<file path="config.mk">
export PLATFORM = sky130hd
export DESIGN_NAME = modular_exponentiation
export DESIGN_NICKNAME = d
export VERILOG_FILES = /design/src/sv/mexp_pkg.sv /design/src/sv/mexp_dp.sv /design/src/sv/mexp_ctrl.sv /design/src/sv/modular_exponentiation.sv
export SDC_FILE = /design/constraint.sdc
export NUM_CORES = 2
export LEC_CHECK = 0
export BUFFER_PORTS_ARGS = -buffer_cell sky130_fd_sc_hd__buf_4
export CORE_MARGIN = 1
export CORE_UTILIZATION = 42
export CTS_CLUSTER_DIAMETER = 120
export DETAILED_ROUTE_END_ITERATION = 8
export REMOVE_ABC_BUFFERS = 1
export SYNTH_ARGS = -nofsm -noshare
export SYNTH_HDL_FRONTEND = slang
export SYNTH_SLANG_ARGS = --single-unit
</file>
<file path="constraint.sdc">
create_clock -name clk -period 16.7 [get_ports clk]
set_input_delay 0.835 -clock clk [delete_from_list [all_inputs] [get_ports clk]]
set_output_delay 0.835 -clock clk [all_outputs]
set_load 0.05 [all_outputs]
</file>
<file path="src/sv/mexp_pkg.sv">
// shared constants and controller/datapath interface types
// for the modular exponentiation block; no dependencies
package mexp_pkg;

    localparam int MOD_BITS_DEF = 31;
    localparam int EXP_BITS_DEF = 32;
    localparam int RES_W        = 31;
    localparam int BASE_W       = 32;
    localparam int EXPIN_W      = 32;
    localparam int APB_ADDR_W   = 3;
    localparam int APB_DATA_W   = 32;

    localparam logic [31:0] MOD_RESET = 32'd1000000007;

    // word index of the modulus register (paddr[2])
    localparam logic REG_MODULUS = 1'b0;

    localparam logic FUNC_POWER   = 1'b0;
    localparam logic FUNC_INVERSE = 1'b1;

    typedef struct packed {
        logic load_item;
        logic mul_load;
        logic mul_acc;
        logic red_step;
        logic wr_acc;
        logic wr_sq;
        logic shift_exp;
        logic out_load;
    } dp_cmd_t;

    typedef struct packed {
        logic red_last;
        logic exp_zero;
        logic exp_lsb;
        logic mod_small;
        logic out_busy;
    } dp_stat_t;

endpackage

</file>
<file path="src/sv/mexp_dp.sv">
// datapath: accumulator, square, exponent, multiplier and shift-subtract reducer,
// plus the output register; driven by mexp_ctrl, uses mexp_pkg
module mexp_dp #(
    parameter int MOD_BITS = mexp_pkg::MOD_BITS_DEF,
    parameter int EXP_BITS = mexp_pkg::EXP_BITS_DEF
) (
    input  logic                         clk,
    input  logic                         rst_n,
    input  mexp_pkg::dp_cmd_t            cmd,
    output mexp_pkg::dp_stat_t           stat,
    input  logic [MOD_BITS-1:0]          modulus,
    input  logic                         in_func,
    input  logic [mexp_pkg::BASE_W-1:0]  in_base,
    input  logic [mexp_pkg::EXPIN_W-1:0] in_exp,
    input  logic                         out_ready,
    output logic                         out_valid,
    output logic [mexp_pkg::RES_W-1:0]   out_result
);

    localparam int PROD_W = 2 * MOD_BITS;
    localparam int RED_W  = (PROD_W > mexp_pkg::BASE_W) ? PROD_W : mexp_pkg::BASE_W;
    localparam int CNT_W  = $clog2(RED_W);

    logic [MOD_BITS-1:0]        acc_reg;
    logic [MOD_BITS-1:0]        sq_reg;
    logic [EXP_BITS-1:0]        exp_reg;
    logic [RED_W-1:0]           div_reg;
    logic [MOD_BITS-1:0]        rem_reg;
    logic [CNT_W-1:0]           cnt_reg;
    logic                       out_valid_reg;
    logic [mexp_pkg::RES_W-1:0] out_data_reg;

    logic [MOD_BITS:0]          trial;
    logic [MOD_BITS:0]          trial_sub;
    logic [MOD_BITS-1:0]        rem_step;
    logic [MOD_BITS-1:0]        mul_a;
    logic [PROD_W-1:0]          prod;
    logic [MOD_BITS-1:0]        mod_m2;
    logic [63:0]                exp_wide;
    logic                       mod_small;

    // one restoring step: bring in the next dividend bit, subtract if it fits
    assign trial     = {rem_reg, div_reg[RED_W-1]};
    assign trial_sub = trial - {1'b0, modulus};
    assign rem_step  = (trial >= {1'b0, modulus}) ? trial_sub[MOD_BITS-1:0]
                                                  : trial[MOD_BITS-1:0];

    assign mul_a = cmd.mul_acc ? acc_reg : sq_reg;
    assign prod  = PROD_W'(mul_a) * PROD_W'(sq_reg);

    // inverse by fermat: exponent is modulus minus two
    assign mod_m2    = modulus - MOD_BITS'(2);
    assign exp_wide  = (in_func == mexp_pkg::FUNC_INVERSE) ? 64'(mod_m2) : 64'(in_exp);
    assign mod_small = (modulus < MOD_BITS'(2));

    always_ff @(posedge clk)
    begin
        if (cmd.load_item)
        begin
            acc_reg <= MOD_BITS'(1);
            exp_reg <= exp_wide[EXP_BITS-1:0];
            div_reg <= RED_W'(in_base);
            rem_reg <= '0;
        end
        else
        begin
            if (cmd.mul_load)
            begin
                div_reg <= RED_W'(prod);
                rem_reg <= '0;
            end
            else if (cmd.red_step)
            begin
                div_reg <= {div_reg[RED_W-2:0], 1'b0};
                rem_reg <= rem_step;
            end
            if (cmd.wr_acc)
            begin
                acc_reg <= rem_step;
            end
            if (cmd.shift_exp)
            begin
                exp_reg <= exp_reg >> 1;
            end
        end
        if (cmd.wr_sq)
        begin
            sq_reg <= rem_step;
        end
        if (cmd.out_load)
        begin
            out_data_reg <= mod_small ? '0 : mexp_pkg::RES_W'(acc_reg);
        end
    end

    always_ff @(posedge clk or negedge rst_n)
    begin
        if (!rst_n)
        begin
            cnt_reg       <= '0;
            out_valid_reg <= 1'b0;
        end
        else
        begin
            if (cmd.load_item || cmd.mul_load)
            begin
                cnt_reg <= '0;
            end
            else if (cmd.red_step)
            begin
                cnt_reg <= cnt_reg + CNT_W'(1);
            end
            if (cmd.out_load)
            begin
                out_valid_reg <= 1'b1;
            end
            else if (out_ready)
            begin
                out_valid_reg <= 1'b0;
            end
        end
    end

    assign stat.red_last  = (cnt_reg == CNT_W'(RED_W - 1));
    assign stat.exp_zero  = (exp_reg == '0);
    assign stat.exp_lsb   = exp_reg[0];
    assign stat.mod_small = mod_small;
    assign stat.out_busy  = out_valid_reg && !out_ready;

    assign out_valid  = out_valid_reg;
    assign out_result = out_data_reg;

endmodule

</file>
<file path="src/sv/mexp_ctrl.sv">
// controller state machine sequencing base reduction and square-and-multiply
// steps; talks to mexp_dp through mexp_pkg command and status structs
module mexp_ctrl (
    input  logic               clk,
    input  logic               rst_n,
    input  logic               in_valid,
    output logic               in_ready,
    input  mexp_pkg::dp_stat_t stat,
    output mexp_pkg::dp_cmd_t  cmd
);

    localparam logic [2:0] S_IDLE  = 3'd0;
    localparam logic [2:0] S_BASE  = 3'd1;
    localparam logic [2:0] S_CHECK = 3'd2;
    localparam logic [2:0] S_REDA  = 3'd3;
    localparam logic [2:0] S_MULS  = 3'd4;
    localparam logic [2:0] S_REDS  = 3'd5;
    localparam logic [2:0] S_DONE  = 3'd6;

    logic [2:0] state_reg;
    logic [2:0] state_next;

    always_comb
    begin
        state_next = state_reg;
        cmd        = '0;
        in_ready   = 1'b0;
        unique case (state_reg)
            S_IDLE:
            begin
                in_ready = 1'b1;
                if (in_valid)
                begin
                    cmd.load_item = 1'b1;
                    state_next    = S_BASE;
                end
            end
            S_BASE:
            begin
                cmd.red_step = 1'b1;
                if (stat.red_last)
                begin
                    cmd.wr_sq  = 1'b1;
                    state_next = S_CHECK;
                end
            end
            S_CHECK:
            begin
                if (stat.mod_small || stat.exp_zero)
                begin
                    state_next = S_DONE;
                end
                else if (stat.exp_lsb)
                begin
                    cmd.mul_load = 1'b1;
                    cmd.mul_acc  = 1'b1;
                    state_next   = S_REDA;
                end
                else
                begin
                    cmd.mul_load = 1'b1;
                    state_next   = S_REDS;
                end
            end
            S_REDA:
            begin
                cmd.red_step = 1'b1;
                if (stat.red_last)
                begin
                    cmd.wr_acc = 1'b1;
                    state_next = S_MULS;
                end
            end
            S_MULS:
            begin
                cmd.mul_load = 1'b1;
                state_next   = S_REDS;
            end
            S_REDS:
            begin
                cmd.red_step = 1'b1;
                if (stat.red_last)
                begin
                    cmd.wr_sq     = 1'b1;
                    cmd.shift_exp = 1'b1;
                    state_next    = S_CHECK;
                end
            end
            S_DONE:
            begin
                // hold until the output register can take the result
                if (!stat.out_busy)
                begin
                    cmd.out_load = 1'b1;
                    state_next   = S_IDLE;
                end
            end
            default:
            begin
                state_next = S_IDLE;
            end
        endcase
    end

    always_ff @(posedge clk or negedge rst_n)
    begin
        if (!rst_n)
        begin
            state_reg <= S_IDLE;
        end
        else
        begin
            state_reg <= state_next;
        end
    end

endmodule

</file>
<file path="src/sv/modular_exponentiation.sv">
// one request at a time: the base is reduced, then square-and-multiply runs over the exponent bits,
// each reduction taking max(2*MOD_BITS, 32) shift-subtract steps (62 at defaults)
// the longest run is at default widths with all 32 exponent bits set, and its length is set by the reducer
// a new request is taken while the previous result waits in the output register
// async active-low reset: idle, output empty, modulus back to 1000000007
// top level: apb modulus register, controller and datapath; uses mexp_pkg
module modular_exponentiation #(
    parameter int MOD_BITS = mexp_pkg::MOD_BITS_DEF,
    parameter int EXP_BITS = mexp_pkg::EXP_BITS_DEF
) (
    input  logic                            clk,
    input  logic                            rst_n,
    input  logic                            s_tvalid,
    output logic                            s_tready,
    input  logic [63:0]                     s_tdata,   // base_value[31:0], exponent[63:32]
    input  logic [0:0]                      s_tuser,   // func[0]
    output logic                            m_tvalid,
    input  logic                            m_tready,
    output logic [31:0]                     m_tdata,   // result_value[30:0], zero[31]
    input  logic                            psel,
    input  logic                            penable,
    input  logic                            pwrite,
    input  logic [mexp_pkg::APB_ADDR_W-1:0] paddr,
    input  logic [mexp_pkg::APB_DATA_W-1:0] pwdata,
    output logic [mexp_pkg::APB_DATA_W-1:0] prdata,
    output logic                            pready
);

    logic [MOD_BITS-1:0]        modulus_reg;
    logic                       reg_wr;
    mexp_pkg::dp_cmd_t          cmd;
    mexp_pkg::dp_stat_t         stat;
    logic [mexp_pkg::RES_W-1:0] result;

    assign pready = 1'b1;
    assign reg_wr = psel && penable && pwrite && (paddr[2] == mexp_pkg::REG_MODULUS);

    always_ff @(posedge clk or negedge rst_n)
    begin
        if (!rst_n)
        begin
            modulus_reg <= mexp_pkg::MOD_RESET[MOD_BITS-1:0];
        end
        else if (reg_wr)
        begin
            modulus_reg <= pwdata[MOD_BITS-1:0];
        end
    end

    assign prdata = (paddr[2] == mexp_pkg::REG_MODULUS)
                  ? mexp_pkg::APB_DATA_W'(modulus_reg) : '0;

    mexp_ctrl u_ctrl (
        .clk      (clk),
        .rst_n    (rst_n),
        .in_valid (s_tvalid),
        .in_ready (s_tready),
        .stat     (stat),
        .cmd      (cmd)
    );

    mexp_dp #(
        .MOD_BITS (MOD_BITS),
        .EXP_BITS (EXP_BITS)
    ) u_dp (
        .clk        (clk),
        .rst_n      (rst_n),
        .cmd        (cmd),
        .stat       (stat),
        .modulus    (modulus_reg),
        .in_func    (s_tuser[0]),
        .in_base    (s_tdata[31:0]),
        .in_exp     (s_tdata[63:32]),
        .out_ready  (m_tready),
        .out_valid  (m_tvalid),
        .out_result (result)
    );

    assign m_tdata = {1'b0, result};

endmodule

</file>
==> results by stage <==
Run status:
- The run finished with clean final reports.

Timing:
- The final worst slack is 3.686 ns.
- The worst slack on hold paths is 0.2139 ns.
- The worst-case headroom to the max-slew limit is 0.2676.
- The number of max-slew violations in the final report is 0.
- In the finished design, the share of the clock period the worst path needs comes to 0.7793.
- Setup repair after global routing left no endpoint under its margin.
- The worst clock skew is 0.03576 ns.
- Adding up every negative setup slack in the final design gives 0 ns.
- Derived from the worst setup path, the maximum achievable clock frequency is 76.84 MHz.
- For the pin with the worst max-slew slack, the measured transition is 1.096 ns.
- The hold violation total from the final report came to 0.
- Counting I/O delays and the setup requirement, the final critical path takes 13.01 ns.
- The final count of negative-setup-slack endpoints is 0.

Power and ir drop:
- The switching share of power is 0.3783.
- The total internal power is 1.520 mW.
- The power share of the combinational group is 0.389.
- In this run the static leakage power is 22.69 nW.
- For this design the ratio of total power to cell area is 51.21 nW/um^2.
- The net switching power is 0.9245 mW.
- The maximum VDD drop is 97.60 uV.
- The share of total power dissipated in the clock network is 0.270.
- The share of total power dissipated in sequential elements is 0.340.

Setup path:
- On the critical path, the stage with the largest delay is an instance of mux2_2.
- The maximum fanout count along the critical path is 45.
- The kind of critical path is reg -> reg.
- The worst setup path is launched from a flop.
- The largest incremental delay on the critical path is 0.95 ns.
- The cell type with the highest occurrence count on the critical path is fa_1.
- The critical path capture point type is a flop.
- Data arrives at the worst endpoint at 13.51 ns.
- At the worst endpoint, the required time is 17.19 ns.

Floorplan:
- The area of the die is 107200 sq um.
- Pin placement for this block handled 174 I/O pins.
- The area inside the core boundary is 104200 sq um.
- The initial core utilization is 0.4266.
- The die is 327.4 um tall.
- The die is 327.4 um wide.
- The floorplan has 118 rows.

Detailed routing:
- The total wire length after detailed routing is 124200 um.
- The total number of vias is 33.22k.
- In the routed design, unresolved DRC markers number 0.
- The initial detailed-routing violation count is 2150.
- The detailed-router iteration count before antenna repair is 6.
- The detail route stage leaves a number of antenna-violating nets equal to 0.
- The average wire per standard cell is 20.01 um.
- The post-detailed-route via-to-cell ratio is 5.353.

Min path:
- The path class of the tightest hold or removal check is in -> async.

Synthesis:
- The post-synthesis share of cell area spent on and, or, nand and nor gates is 0.1663.
- The xor/xnor cell area share of the yosys netlist is 0.01871.
- The post-synthesis cell area is 44470 sq um.
- The top flip-flop cell by instance count after synthesis is edfxtp_1.
- The number of enable-type register cells in the synthesized netlist is 126.
- Of all cell types, the one taking the most synthesized area is fa_1.
- By area the synthesized netlist is led by fa_1 (38%), edfxtp_1 (8.5%), ha_1 (8.1%).
- The share of the yosys chip area belonging to registers is 0.1500.
- In this run, synthesis produced a sequential element count of 259.
- The number of different library cells used by synthesis comes to 84.
- The fraction of the mapped netlist area in compound gates was 0.08405.
- During synthesis, Yosys emitted a total of 0 warnings.
- The dominant combinational cell family by area after synthesis is adder cells.
- Of the total synthesized cell area, the portion taken by full adders, half adders and majority gates is 0.4586.
- After synthesis, the share of flip-flops with an asynchronous set or reset is 0.1583.
- Dividing the synthesized area by the synthesized cell count gives 9.218 sq um.
- The share of Yosys cell area claimed by the top area cell type is 0.3773.
- The gate count after technology mapping is 4824.
- Measured against the total synthesized area, the mux share comes to 0.01981.

Cells and area:
- The register with the most flip-flops in the layout has 62 of them.
- In the layout the commonest cells are inv_1 (871), fa_1 (838), nand2_1 (645).
- From synthesis to final layout, the design area changed by 7.330%.
- The final layout contains 6034 nets.
- Fill cells in the final layout number 10.23k.
- The commonest non-fill, non-tap cell in the layout is inv_1.
- The fraction of layout cells with a size suffix above 1 is 0.07818.

Global routing:
- The via count of the first global-routing pass is 34.70k.
- Across every metal layer, demand over resource in global routing totals 0.2373.
- The global-route wire length before repair is 198100 um.
- The initial antenna violation count was 2.
- The total overflow left after global routing is 0.
- The pin count of the biggest net entering global routing is 65.

CTS:
- The number of cells upsized or downsized after cts is 0.
- TritonCTS built the clock tree.
- Once the clock tree was built, the setup fixing pass inserted 0 buffers.
- The count of hold buffers inserted by post-cts repair is 0.
- The clock-pin slew of the registers on the worst-case setup and hold paths is 0.07 ns.
- The clock root buffer is clkbuf_16.
- The number of buffers between clock root and the deepest sink is 3.
- The number of buffers inserted during clock tree synthesis is 28.
- The number of clock sinks is 259.
- For the worst-skew pair, the clock arrives at the later sink with an insertion delay of 0.62 ns.
- The H-tree depth reported by CTS is 1.

Run:
- The number of violations of the max-capacitance limit is 0.

Placement:
- Buffers placed on the I/O ports in this run total 167.
- The half-perimeter wire length after placement is 94340 um.
- The pre-CTS setup slack is 3.968 ns.
- Routability-driven placement finished with a final weighted congestion of 0.9364.
[path summary, 6_finish.rpt]
path                       depth (start not counted)              from  slack [ns]               end
min                                                1             rst_n        0.21   modulus_reg[22]
min reg2reg                                        2  u_dp.div_reg[47]        0.48  u_dp.div_reg[48]
min in group clk                                   2        pwdata[10]        0.45   modulus_reg[10]
max reg2reg                                       34   modulus_reg[16]        3.69  u_dp.div_reg[58]
max                                               34   modulus_reg[16]        3.69  u_dp.div_reg[58]
max in group asynchronous                          1             rst_n       16.09   u_dp.cnt_reg[5]
[per-layer routing]
metal | global-route usage | routed length [um] | up-vias
li1 | - | - | 14900
met3 | 0.03161 | 8108 | 168
met2 | 0.3902 | 58480 | 1022
met1 | 0.3328 | 54650 | 17130
met4 | 0.05293 | 2932 | 0
met5 | 0 | 0 | -
[metrics by stage]
step / cells / area [sq um] / utilization / power [mW]
2_1_floorplan: 4533 / 43200 / - / 1.531
3_3_place_gp: 6150 / 46740 / 0.4484 / 1.772
3_5_place_dp: 6150 / 46740 / 0.4484 / 1.786
4_1_cts: 6202 / 47720 / 0.4578 / 2.454
5_1_grt: 6202 / 47720 / 0.4578 / 2.599
6_report: 6206 / 47730 / 0.4579 / 2.444
[synthesized netlist by cell type (25+ instances only)]
cell type / n
nand4_1: 28
mux2_1: 26
fa_1: 838
a21oi_1: 122
a21o_1: 43
ha_1: 289
edfxtp_1: 126
xnor2_1: 63
clkbuf_1: 176
o21ai_0: 223
nor2_1: 148
and2_1: 506
inv_1: 872
mux2_2: 38
o21a_1: 33
a22oi_1: 44
nand3_1: 40
xor2_1: 32
nor3_1: 29
buf_2: 93
nand2_1: 647
dfxtp_1: 92
dfrtp_1: 25
[critical path: cells and delay by family, from the launching register on]
family | cells | cell delay (ns)
flip-flops | 1 | 0.43
adder cells (fa/ha/maj) | 9 | 4.28
buffers and inverters | 7 | 0.92
multiplexers | 1 | 0.95
AO/OA/AOI/OAI | 8 | 2.78
AND/OR/NAND/NOR | 9 | 3.48
[power by group through the flow]
stage | clock network (mW) | logic [mW] | registers (mW)
after floorplan | 0 | 0.706 | 0.825
after global placement | 0 | 0.931 | 0.841
after detailed placement | 0 | 0.944 | 0.842
after global routing | 0.701 | 1.06 | 0.839
after CTS | 0.675 | 0.948 | 0.830
final | 0.661 | 0.951 | 0.832
[logic make-up after synthesis]
group,count (synthesis)
other,2
AOI/OAI and AO/OA,598
buffers and inverters,1164
DFF,259
xor gates and xnor gates,95
muxes,80
and+or+nand+nor,1499
adders and majority gates,1127
[cell type report]
class	count	area (sq um)	area share
timing repair buffer	237	1779	0.03728
inverter	872	3273	0.06858
clock inverter	12	127.6	0.002674
multi-input combinational	3402	33290	0.6975
tap	1380	1727	0.03618
antenna	4	10.01	0.0002097
clock buffer	40	849.6	0.01780
sequential	259	6671	0.1398
Note: power is estimated with default switching activity, not from simulation.
